==> config.mk <==
export PLATFORM = sky130hd
export DESIGN_NAME = moving_average_ring
export DESIGN_NICKNAME = d
export VERILOG_FILES = /design/src/mar_pkg.sv /design/src/mar_ctrl.sv /design/src/mar_dp.sv /design/src/moving_average_ring.sv
export SDC_FILE = /design/constraint.sdc
export NUM_CORES = 1
export LEC_CHECK = 0
export BUFFER_PORTS_ARGS = -buffer_cell sky130_fd_sc_hd__buf_2
export CAP_MARGIN = 20
export CORE_AREA = 3 3 231 233
export DETAILED_ROUTE_END_ITERATION = 10
export DIE_AREA = 0 0 234 236
export PLACE_DENSITY_LB_ADDON = 0.2
export SLEW_MARGIN = 10
export SYNTH_ARGS = -nofsm -noshare
export SYNTH_HDL_FRONTEND = slang
export SYNTH_HIERARCHICAL = 1
export SYNTH_SLANG_ARGS = --single-unit
==> constraint.sdc <==
create_clock -name clk -period 3.61 [get_ports clk]
set_input_delay 0.361 -clock clk [delete_from_list [all_inputs] [get_ports clk]]
set_output_delay 0.361 -clock clk [all_outputs]
set_load 0.005 [all_outputs]
==> src/mar_pkg.sv <==
`timescale 1ns / 1ps
// ----------------------------------------------------------------------------
// mar_pkg
// Shared constants and controller/datapath command and status types for the
// moving average ring.
// ----------------------------------------------------------------------------
package mar_pkg;

  localparam int WINDOW_LENGTH_DEF = 32;
  localparam int DATA_W            = 16;
  localparam int AVG_W             = 24;
  localparam int CNT_W             = 6;

  typedef struct packed {
    logic capture;
    logic upd;
    logic fill_wr;
    logic div_load;
    logic div_step;
    logic out_load;
  } mar_cmd_t;

  typedef struct packed {
    logic fill_last;
    logic div_last;
  } mar_sts_t;

endpackage

==> src/mar_ctrl.sv <==
`timescale 1ns / 1ps
// ----------------------------------------------------------------------------
// mar_ctrl
// Sequencer for the moving average ring: window sweep, sample update,
// iterative divide and output register handoff.
// ----------------------------------------------------------------------------
module mar_ctrl (
  input  logic              clk,
  input  logic              rst_n,
  input  logic              in_valid,
  input  logic              in_operation,
  output logic              in_stall,
  output logic              out_valid,
  input  logic              out_stall,
  output mar_pkg::mar_cmd_t cmd,
  input  mar_pkg::mar_sts_t sts
);
  import mar_pkg::*;

  typedef enum logic [2:0] {
    ST_FILL,
    ST_IDLE,
    ST_UPD,
    ST_LOAD,
    ST_DIV,
    ST_FIN
  } state_t;

  state_t state_r, state_nxt;
  logic   out_valid_r, out_valid_nxt;
  logic   accept;
  logic   out_free;

  assign accept    = in_valid && (state_r == ST_IDLE);
  assign in_stall  = (state_r != ST_IDLE);
  assign out_valid = out_valid_r;
  assign out_free  = !out_valid_r || !out_stall;

  always_comb begin
    cmd          = '0;
    cmd.capture  = accept;
    cmd.fill_wr  = (state_r == ST_FILL);
    cmd.upd      = (state_r == ST_UPD);
    cmd.div_load = (state_r == ST_LOAD);
    cmd.div_step = (state_r == ST_DIV);
    cmd.out_load = (state_r == ST_FIN) && out_free;
  end

  always_comb begin
    state_nxt     = state_r;
    out_valid_nxt = out_valid_r;
    if (out_valid_r && !out_stall) begin
      out_valid_nxt = 1'b0;
    end
    case (state_r)
      ST_FILL: begin
        if (sts.fill_last) begin
          state_nxt = ST_IDLE;
        end
      end
      ST_IDLE: begin
        if (accept) begin
          state_nxt = in_operation ? ST_FILL : ST_UPD;
        end
      end
      ST_UPD:  state_nxt = ST_LOAD;
      ST_LOAD: state_nxt = ST_DIV;
      ST_DIV: begin
        if (sts.div_last) begin
          state_nxt = ST_FIN;
        end
      end
      ST_FIN: begin
        if (out_free) begin
          out_valid_nxt = 1'b1;
          state_nxt     = ST_IDLE;
        end
      end
      default: state_nxt = ST_IDLE;
    endcase
  end

  // reset starts with a clearing sweep of the window
  always_ff @(posedge clk) begin
    if (!rst_n) begin
      state_r     <= ST_FILL;
      out_valid_r <= 1'b0;
    end else begin
      state_r     <= state_nxt;
      out_valid_r <= out_valid_nxt;
    end
  end

endmodule

==> src/mar_dp.sv <==
`timescale 1ns / 1ps
// ----------------------------------------------------------------------------
// mar_dp
// Datapath: window memory, running sum, write position, restoring divider
// and output registers.
// ----------------------------------------------------------------------------
module mar_dp #(
  parameter int WINDOW_LENGTH = mar_pkg::WINDOW_LENGTH_DEF
) (
  input  logic                               clk,
  input  logic                               rst_n,
  input  mar_pkg::mar_cmd_t                  cmd,
  output mar_pkg::mar_sts_t                  sts,
  input  logic                               in_operation,
  input  logic signed [mar_pkg::DATA_W-1:0]  in_value,
  output logic signed [mar_pkg::AVG_W-1:0]   out_average,
  output logic        [mar_pkg::CNT_W-1:0]   out_count_used
);
  import mar_pkg::*;

  localparam int PW    = (WINDOW_LENGTH > 1) ? $clog2(WINDOW_LENGTH) : 1;
  localparam int CW    = $clog2(WINDOW_LENGTH + 1);
  localparam int SUM_W = DATA_W + 1 + $clog2(WINDOW_LENGTH);
  localparam int QW    = SUM_W + 8;
  localparam int DCW   = $clog2(QW);

  logic        [DATA_W-1:0] mem [WINDOW_LENGTH];
  logic signed [DATA_W-1:0] rd_data_r;
  logic signed [DATA_W-1:0] x_r;

  logic signed [SUM_W-1:0]  sum_r, sum_nxt;
  logic        [PW-1:0]     pos_r, pos_nxt;
  logic                     full_r, full_nxt;
  logic        [PW-1:0]     fill_cnt_r;
  logic        [CW-1:0]     denom_r, denom_nxt;
  logic        [PW:0]       pos_inc;
  logic                     pos_wrap;

  logic        [QW-1:0]     q_r;
  logic        [CW-1:0]     rem_r;
  logic                     neg_r;
  logic        [DCW-1:0]    div_cnt_r;
  logic        [SUM_W-1:0]  mag;
  logic        [CW:0]       rem_sh;
  logic        [CW:0]       rem_diff;
  logic                     ge;
  logic        [QW-1:0]     avg_full;
  logic        [CW+CNT_W-1:0] den_ext;

  assign pos_inc  = {1'b0, pos_r} + (PW+1)'(1);
  assign pos_wrap = (pos_inc == (PW+1)'(WINDOW_LENGTH));

  always_comb begin
    sum_nxt   = sum_r;
    pos_nxt   = pos_r;
    full_nxt  = full_r;
    denom_nxt = denom_r;
    if (cmd.capture && in_operation) begin
      sum_nxt  = SUM_W'(in_value) * SUM_W'(WINDOW_LENGTH);
      pos_nxt  = '0;
      full_nxt = (in_value != '0);
    end else if (cmd.upd) begin
      sum_nxt = sum_r - SUM_W'(rd_data_r) + SUM_W'(x_r);
      if (pos_wrap) begin
        pos_nxt   = '0;
        full_nxt  = 1'b1;
        denom_nxt = CW'(WINDOW_LENGTH);
      end else begin
        pos_nxt   = pos_inc[PW-1:0];
        denom_nxt = full_r ? CW'(WINDOW_LENGTH) : CW'(pos_inc);
      end
    end
  end

  always_ff @(posedge clk) begin
    if (!rst_n) begin
      sum_r      <= '0;
      pos_r      <= '0;
      full_r     <= 1'b0;
      fill_cnt_r <= '0;
      x_r        <= '0;
    end else begin
      sum_r  <= sum_nxt;
      pos_r  <= pos_nxt;
      full_r <= full_nxt;
      if (cmd.capture) begin
        x_r <= in_value;
      end
      if (cmd.fill_wr) begin
        fill_cnt_r <= sts.fill_last ? '0 : fill_cnt_r + PW'(1);
      end
    end
  end

  always_ff @(posedge clk) begin
    denom_r <= denom_nxt;
  end

  // window memory
  always_ff @(posedge clk) begin
    if (cmd.fill_wr) begin
      mem[fill_cnt_r] <= x_r;
    end else if (cmd.upd) begin
      mem[pos_r] <= x_r;
    end
    rd_data_r <= mem[pos_r];
  end

  assign sts.fill_last = (fill_cnt_r == PW'(WINDOW_LENGTH - 1));
  assign sts.div_last  = (div_cnt_r == DCW'(QW - 1));

  // restoring divider, one quotient bit per cycle
  assign mag      = sum_r[SUM_W-1] ? SUM_W'(-sum_r) : SUM_W'(sum_r);
  assign rem_sh   = {rem_r, q_r[QW-1]};
  assign rem_diff = rem_sh - {1'b0, denom_r};
  assign ge       = (rem_sh >= {1'b0, denom_r});

  always_ff @(posedge clk) begin
    if (cmd.div_load) begin
      q_r       <= {mag, 8'd0};
      rem_r     <= '0;
      neg_r     <= sum_r[SUM_W-1];
      div_cnt_r <= '0;
    end else if (cmd.div_step) begin
      q_r       <= {q_r[QW-2:0], ge};
      rem_r     <= ge ? rem_diff[CW-1:0] : rem_sh[CW-1:0];
      div_cnt_r <= div_cnt_r + DCW'(1);
    end
  end

  assign avg_full = neg_r ? (~q_r + QW'(1)) : q_r;
  assign den_ext  = {{CNT_W{1'b0}}, denom_r};

  always_ff @(posedge clk) begin
    if (cmd.out_load) begin
      out_average    <= avg_full[AVG_W-1:0];
      out_count_used <= den_ext[CNT_W-1:0];
    end
  end

endmodule

==> src/moving_average_ring.sv <==
`timescale 1ns / 1ps
// ----------------------------------------------------------------------------
// moving_average_ring
// Sliding-window mean over a ring of signed samples with a running sum and
// an iterative divider; refill loads the whole window with one value.
// ----------------------------------------------------------------------------
// divider: each sample's average comes from the bit-serial divider, SUM_W + 8 steps
// throughput: a new sample or refill is accepted only once the previous one has
//   finished; a refill sweeps the window, one memory write per cycle
// reset: synchronous; a clearing sweep of the window follows reset,
//   input stalled until it ends
module moving_average_ring #(
  parameter int WINDOW_LENGTH = mar_pkg::WINDOW_LENGTH_DEF
) (
  input  logic                              clk,
  input  logic                              rst_n,
  input  logic                              in_valid,
  output logic                              in_stall,
  input  logic                              in_operation,
  input  logic signed [mar_pkg::DATA_W-1:0] in_value,
  output logic                              out_valid,
  input  logic                              out_stall,
  output logic signed [mar_pkg::AVG_W-1:0]  out_average,
  output logic        [mar_pkg::CNT_W-1:0]  out_count_used
);
  import mar_pkg::*;

  mar_cmd_t cmd;
  mar_sts_t sts;

  mar_ctrl u_ctrl (
    .clk          (clk),
    .rst_n        (rst_n),
    .in_valid     (in_valid),
    .in_operation (in_operation),
    .in_stall     (in_stall),
    .out_valid    (out_valid),
    .out_stall    (out_stall),
    .cmd          (cmd),
    .sts          (sts)
  );

  mar_dp #(
    .WINDOW_LENGTH (WINDOW_LENGTH)
  ) u_dp (
    .clk            (clk),
    .rst_n          (rst_n),
    .cmd            (cmd),
    .sts            (sts),
    .in_operation   (in_operation),
    .in_value       (in_value),
    .out_average    (out_average),
    .out_count_used (out_count_used)
  );

endmodule

Word-level counts from Yosys, hierarchy flattened. Memory sizes are Yosys's and may differ from the RTL's. A register that Yosys moved wholly into a read port is not among the register bits. Index checks and enable logic that the tools add are counted.

Register bits after elaboration: 131. Memory bits (writable): 512. Input bits: 21. Output and inout port bits: 32. Memories: 1.

Memories: u_dp.mem (words 32, bits a word 16, read ports 1, clocked after Yosys merged registers in 1, write ports 1, line mar_dp.sv:27) `logic [DATA_W-1:0] mem [WINDOW_LENGTH];`.

$add $sub $neg: 8. Order comparisons: 1. Eq/ne operators: 13. Multiplexer cells: 29. Bitwise operators: 3. Reduce and logical (&&, ||, !) cells: 18.

Operators by type and width (count): 2-to-1 mux 22 bit (3); 2-to-1 mux 30 bit (2); adder 24 x 1 -> 24 bit (second input constant) (1); 2-to-1 mux 24 bit (1); NOT 24 bit (1); adder 22 x 16 -> 22 bit (1); negation 22 bit (1); subtractor 22 x 16 -> 22 bit (1); case mux 3 bit (6 select lines) (1); 2-to-1 mux 16 bit (1); nonzero test 16 bit (1); OR reduction 16 bit (1); 2-to-1 mux 5 bit (3); 2-to-1 mux 1 bit (12); 2-to-1 mux 3 bit (4); adder 5 x 1 -> 5 bit (second input constant) (2); == test 5 bit (second input constant) (2); inequality test 2 x 1 -> 1 bit (second input constant) (4); greater-or-equal comparator 7 x 6 -> 1 bit (1); adder 5 x 1 -> 6 bit (second input constant) (1); == test 3 x 2 -> 1 bit (second input constant) (2); == test 3 bit (second input constant) (2); == test 6 bit (second input constant) (1); 2-to-1 mux 6 bit (1); 13 further kinds (22).

Depth between registers and ports, before layout. Gate-level depths: netlist of run 1.

Depth after elaboration: 6. Gate-level depth with buffers: 12.

Cells and area by module. Netlist of run 1, hierarchy kept.

Modules (own cells, without submodules): mar_dp (times used 1, cells an instance 1684, area an instance 27837.9 um^2, sequential area each 18828.1 um^2); mar_ctrl (times used 1, cells an instance 31, area an instance 254.0 um^2, sequential area each 80.1 um^2).

Least setup slack after synthesis of run 1. No wires, ideal clock.

Path kind: flip-flop to flip-flop. From: reg u_dp.x_r[1]. To: reg u_dp.sum_r[13]. Setup time: 0.116 ns. Arrival: 3.317 ns. Setup slack: 0.178 ns. Cell stages (with the launch flop): 11. Buffers on the path: 0. Cell sequence: dfxtp_1 > inv_1 > fa_1 > inv_1 > ha_1 > a211oi_1 > o41ai_1 > a31oi_1 > o21ai_0 > or4b_2 > and3_1.

Cells in the longest elaborated chain, start to end: 3.

RTL lines: start: declaration (line mar_dp.sv:29) `logic signed [DATA_W-1:0] x_r;`; start signal: assignment (line mar_dp.sv:87) `x_r <= in_value;`; adder 22 x 16 -> 22 bit (line mar_dp.sv:63) `sum_nxt = sum_r - SUM_W'(rd_data_r) + SUM_W'(x_r);`; 2-to-1 mux 22 bit (line mar_dp.sv:62) `end else if (cmd.upd) begin`; 2-to-1 mux 22 bit (line mar_dp.sv:58) `if (cmd.capture && in_operation) begin`; end signal: assignment (line mar_dp.sv:83) `sum_r <= sum_nxt;`; end: declaration (line mar_dp.sv:31) `logic signed [SUM_W-1:0] sum_r, sum_nxt;`.

No other way between the ends. The select of a mux whose other input is x is not followed. A chain may end at the register's enable or synchronous reset.

Final worst setup path of run 1.
From: reg u_dp.sum_r[1]. To: reg u_dp.sum_r[13].

Cells in the longest elaborated chain, start to end: 4.

RTL lines (line): subtractor 22 x 16 -> 22 bit (mar_dp.sv:63); adder 22 x 16 -> 22 bit (mar_dp.sv:63); 2-to-1 mux 22 bit (mar_dp.sv:62); 2-to-1 mux 22 bit (mar_dp.sv:58).

No other way between the ends. The select of a mux whose other input is x is not followed.

==> reports/summary.txt, run 1 <==
Uppermost layer routed = met4
P_leak = 0.01023 uW
GRT Residual Overflow = 0
Initial drt markers = 1497
Arrival time worst endpoint = 3820 ps
First-pass GRT wire length = 96040 um
Clock latency at the later pin of the worst-skew pair = 600 ps
Post-synthesis async set-or-reset flop share = 0%
Synth area leaders = edfxtp_1 (61%), mux4_2 (13%), dfxtp_1 (6.3%), xnor2_1 (1.7%), nor2_1 (1.6%)
CORE AREA = 0.05141 mm^2
CTS buffer count = 69
Sw Pwr = 3190 uW
Post-Route WL = 62920 um
Clock share of power = 44.1%
Slew HR = 23.01%
Area of the multi-input gates = 0.008557 mm^2
Site Rows = 83
Status = finished clean
Min Tclk post-route = 3343 ps
Flip-flop and latch area = 0.01892 mm^2
WHS = 81.93 ps
DIE AREA = 0.05522 mm^2
Max Freq = 299.1 MHz
Total Power = 15670 uW
EDFF count, synth = 571
Top cell type by total area after synthesis = edfxtp_1
Met2 wire len = 32120 um
Comb power frac = 3.0%
Syn nets = 1794
Seq/Total Area, Yosys = 67.31%
Root Buffer Master = clkbuf_16
Internal power = 12480 uW
Count leader, synth = edfxtp_1
Antenna-violating nets left = 0
Port bufs = 52
Pre-antenna DRT Iters = 5
Synth unique cells = 66
Crit share post-route = 92.60%
Synth top cells by count = edfxtp_1 (571), mux4_2 (160), nor2_1 (122)
Met1 WL = 25710 um
CTS Hold Bufs = 0
Post-synth top flop = edfxtp_1
Area Overhead vs Synth = 13.25%
CTS sink count = 659
CTS resizes = 0
# setup viols final = 0
DR WL met3 = 3802 um
Final hold violation count = 0
Total GRT Usage = 23.43%
WL/cell = 24.58 um
Maximum capacitance violations = 0
Placed cell area = 0.02961 mm^2
Least-Margin Pin Slew = 1149 ps
FILL cells = 3712
Worst VDD drop = 355.9 uV
Cell count after synthesis = 1715
Post-Syn Area = 0.02809 mm^2
H-tree depth = 3
Post-CTS setup buffer count = 0
WP data required = 4090 ps
DIE HEIGHT = 236 um
Clock-pin slew of the registers on the worst-case setup and hold paths = 60 ps
Initial antenna violation count = 0
DP Worst Slack = 303.5 ps
Post-synth top area share = 61.04%
Vias per Instance = 6.045
Largest net degree at the start of global routing = 61
Avg Cell Area, Syn = 16.38 um^2
Final RePlAce weighted congestion = 0.8410
CTS tree = yes
Post-route setup slack = 267.0 ps
CTS max path bufs = 3
Crit path max fanout = 4
Post-layout nets = 1911
Die X = 234 um
Initial core utilization = 54.65%
Number of global-route vias before repair = 15682
Crit Path Category = reg2reg
Seq pwr share = 53.0%
Sw Ratio = 20.35%
Yosys reg bits = 659
Fin. max-slew vios = 0
Setup crit start kind = flop
Final Cell Area = 0.03182 mm^2
Via count = 15476
Share of post-route cells with drive strength above 1 = 23.79%
Critical Path Sink Type = flop
DPL Wire Length = 39020 um
RSZ-0062 raised after global routing = false
Setup TNS = 0 ps
Clk_skew = 31.24 ps
Power per cell area = 492.7 mW/mm^2
I/O pin cnt = 53
Post-route DRC = 0
Ys Warns = 6
Min-delay worst type = in2reg
==> stage by stage <==
step	cells	util, %
final	2560	61.89
after global placement	2441	57.61
after detailed placement	2441	57.61
after CTS	2559	61.89
after floorplan	1715	-
after global routing	2559	61.89
==> area by class of cell <==
cell class              count  area share [%]
clock buffers              78           5.565
well taps                 680           2.674
clock inverters            40           1.349
multi-input cells         871           26.90
repair buffers            127           2.824
inverters                 104           1.227
diodes                      1        0.007865
flip-flops and latches    659           59.46
==> cells in the final DEF (no fill, tap or decap), types with 11 or more instances in the layout <==
master	n
ha_1	36
dfxtp_1	85
buf_2	52
o31ai_1	13
nand4_1	18
mux4_2	160
nor2_1	97
o21ai_0	68
edfxtp_1	571
fa_1	22
xor2_1	12
nand3_1	17
buf_4	69
mux2_2	16
nand2_1	85
nor2_2	24
nand2b_1	12
inv_1	102
nor3_1	21
a21oi_1	36
xnor2_1	53
a31oi_1	11
or3_1	12
mux2i_1	36
clkbuf_16	69
clkinv_2	15
==> cells by family after synthesis <==
| group | count (synthesis) | share of synthesized area [%] |
|---|---|---|
| AND/OR/NAND/NOR | 337 | 5.706 |
| flip-flops | 659 | 67.31 |
| multiplexers | 213 | 14.80 |
| AO/OA/AOI/OAI | 198 | 4.454 |
| XOR/XNOR | 65 | 2.027 |
| buffers and inverters | 185 | 2.530 |
| adder cells (fa/ha/maj) | 58 | 3.171 |
==> power by group through the flow <==
| stage | clock network, uW | logic, uW | registers [uW] |
|---|---|---|---|
| 6_report | 6910 | 468 | 8300 |
| 5_1_grt | 7330 | 513 | 8310 |
| 4_1_cts | 7050 | 469 | 8300 |
| 3_5_place_dp | 0 | 464 | 8460 |
| 3_3_place_gp | 0 | 460 | 8460 |
| 2_1_floorplan | 0 | 302 | 8450 |
==> registers in the layout, summed over array words and instances (netlist names) <==
name,count
u_dp/mem,512
u_dp/div_cnt_r,5
u_dp/denom_r,6
u_dp/rem_r,6
u_ctrl/out_valid,1
u_dp/fill_cnt_r,5
u_dp/full_r,1
u_dp/out_average,24
u_dp/sum_r,22
u_dp/q_r,30
u_dp/pos_r,5
u_dp/out_count_used,6
u_dp/rd_data_r,16
u_dp/neg_r,1
u_dp/x_r,16
u_ctrl/state_r,3
==> worst max-delay path, cell delays in order (launching register included) <==
cell and delay, ps:
dfxtp_1 380, inv_1 120, fa_1 540, inv_1 60
ha_1 290, a211oi_1 400, o41ai_1 140, a31oi_1 290
o21ai_0 220, or4b_2 630, and3_1 180
==> final timing paths <==
path	start	to	slack [ps]	depth (start not counted)
worst max-delay path	u_dp/sum_r[1]	u_dp/sum_r[13]	270	10
worst min-delay path	out_stall	u_ctrl/out_valid	80	3
worst max register to register	u_dp/sum_r[1]	u_dp/sum_r[13]	270	10
worst min register to register	u_dp/denom_r[4]	u_dp/out_count_used[4]	450	0
==> per-layer routing <==
layer	global-route usage, %	up-vias
li1	-	6872
met1	32.15	7979
met2	39.54	524
met3	3.261	101
met4	6.641	0
met5	0	-
Power figures use the tool's default switching activity.
==> run 2, diff against run 1 <==
--- a/config.mk
+++ b/config.mk
@@ -7,11 +7,10 @@
 export LEC_CHECK = 0
 export BUFFER_PORTS_ARGS = -buffer_cell sky130_fd_sc_hd__buf_2
 export CAP_MARGIN = 20
-export CORE_AREA = 3 3 231 233
+export CORE_AREA = 3 3 235 237
 export DETAILED_ROUTE_END_ITERATION = 10
-export DIE_AREA = 0 0 234 236
-export PLACE_DENSITY_LB_ADDON = 0.2
-export SLEW_MARGIN = 10
+export DIE_AREA = 0 0 238 240
+export PLACE_DENSITY = 0.71
 export SYNTH_ARGS = -nofsm -noshare
 export SYNTH_HDL_FRONTEND = slang
 export SYNTH_HIERARCHICAL = 1
==> run 2 against run 1 <==
Combinational power fell by 2%. Via count barely moved. Power barely moved. Sequential share of layout area rose by 0.059 points. Flip-flop and latch count did not move.
==> reports/summary.txt, run 2 (synthesis gave the netlist of run 1 again) <==
I/O pin cnt = 53
Top Registers = u_dp/mem x512, u_dp/q_r x30, u_dp/out_average x24
Total GRT Usage = 22.51%
Dpl cells = 2456
DPL Wire Length = 39160 um
DIE HEIGHT = 240 um
Max Freq = 300.0 MHz
First-pass GRT wire length = 95770 um
Post-Route WL = 62860 um
Uppermost layer routed = met4
Via count = 15464
Post-route DRC = 0
Crit path max fanout = 4
Pre-antenna DRT Iters = 7
Root Buffer Master = clkbuf_16
Power per cell area = 492.8 mW/mm^2
Final hold violation count = 0
Post-layout nets = 1910
Critical Path Sink Type = flop
Maximum capacitance violations = 0
Antenna Cells = 0
CTS sink count = 659
Setup TNS = 0 ps
Max FFs per register = 512
Share of post-route cells with drive strength above 1 = 22.33%
Crit Path Category = reg2reg
Arrival time worst endpoint = 3830 ps
P_leak = 0.01021 uW
Most common cell after layout, fill and taps aside = edfxtp_1
FILL cells = 3925
RSZ-0062 raised after global routing = false
Final RePlAce weighted congestion = 0.8741
CTS resizes = 0
Initial antenna violation count = 3
WL/cell = 24.35 um
Status = finished clean
Post-route setup slack = 277.2 ps
Total Power = 15660 uW
Final Non-Filler Cells = 2581
WP data required = 4110 ps
Vias per Instance = 5.991
DR WL met3 = 4087 um
Final core utilization = 59.42%
Fin. max-slew vios = 0
Slew HR = 33.92%
Antenna-violating nets left = 0
Least-Margin Pin Slew = 989.1 ps
CTS tree = yes
H-tree depth = 3
Site Rows = 85
CTS buffer count = 69
Crit share post-route = 92.32%
DIE AREA = 0.05712 mm^2
Min-delay worst type = in2reg
Post-CTS setup buffer count = 0
Clock-pin slew of the registers on the worst-case setup and hold paths = 60 ps
CTS max path bufs = 3
Die X = 238 um
Largest net degree at the start of global routing = 45
Port bufs = 52
Initial drt markers = 1349
GRT Residual Overflow = 0
Most frequent cells in the layout = edfxtp_1 (571), mux4_2 (160), nor2_1 (111), inv_1 (102)
Number of global-route vias before repair = 15509
Met1 WL = 24790 um
Clk_skew = 21.58 ps
Area Overhead vs Synth = 13.14%
DP Worst Slack = 270.6 ps
Worst VDD drop = 289.4 uV
Top reg by flops = u_dp/mem
# setup viols final = 0
Initial core utilization = 52.51%
CTS Hold Bufs = 0
Setup crit start kind = flop
Min Tclk post-route = 3333 ps
Met2 wire len = 32640 um
CORE AREA = 0.05350 mm^2
Clock latency at the later pin of the worst-skew pair = 620 ps
run 2: cell count changes in the layout (fill, tap and decap cells not counted), sizes merged:
cell,before,now
buf,127,126
bufinv,7,5
clkbuf,78,91
clkinv,29,24
clkinvlp,3,2
diode,1,0
inv,105,107
run 2: path summary, 6_finish.rpt:
check,slack (ps),depth (start not counted),endpoint,start
hold / removal,40,3,u_ctrl/out_valid,out_stall
setup reg to reg,280,10,u_dp/sum_r[13],u_dp/sum_r[1]
setup / recovery,280,10,u_dp/sum_r[13],u_dp/sum_r[1]
hold reg to reg,460,0,u_dp/out_count_used[3],u_dp/denom_r[3]
run 2: routing by layer:
metal	vias up	GRT usage, %
li1	6886	-
met3	88	3.338
met1	7920	29.33
met2	570	39.67
met4	0	6.799
met5	-	0
run 2: area by class of cell:
class	count	area [um^2]	area share, %
Sequential cell	659	18920	59.52
Inverter	104	390.4	1.228
Clock buffer	91	1851	5.822
Multi-Input combinational cell	871	8522	26.81
Timing Repair Buffer	126	878.3	2.763
Clock inverter	34	355.3	1.118
Tap cell	696	870.8	2.740
run 2: power by group:
| group | total, uW | internal, uW | switching, uW | leakage [uW] |
|---|---|---|---|---|
| Sequential | 8300 | 8260 | 42.0 | 0.00560 |
| Combinational | 460 | 183 | 277 | 0.00356 |
| Clock | 6900 | 4000 | 2900 | 0.00106 |
| Total | 15700 | 12400 | 3220 | 0.0102 |
run 2: worst max-delay path: stages (launching register included):
cell and delay (ps):
dfxtp_1 380, inv_1 120, fa_1 530, inv_1 50, ha_1 280, a211oi_1 430
o41ai_1 150, a31oi_1 280, o21ai_0 190, or4b_2 630, and3_1 180
run 2: stage by stage:
| step | area [um^2] | hold slack (ps) |
|---|---|---|
| 2_1_floorplan | 28090 | 426.4 |
| 3_3_place_gp | 29580 | 458.3 |
| 3_5_place_dp | 29580 | 449.1 |
| 4_1_cts | 31780 | 12.73 |
| 5_1_grt | 31780 | 57.43 |
| 6_report | 31780 | 41.11 |
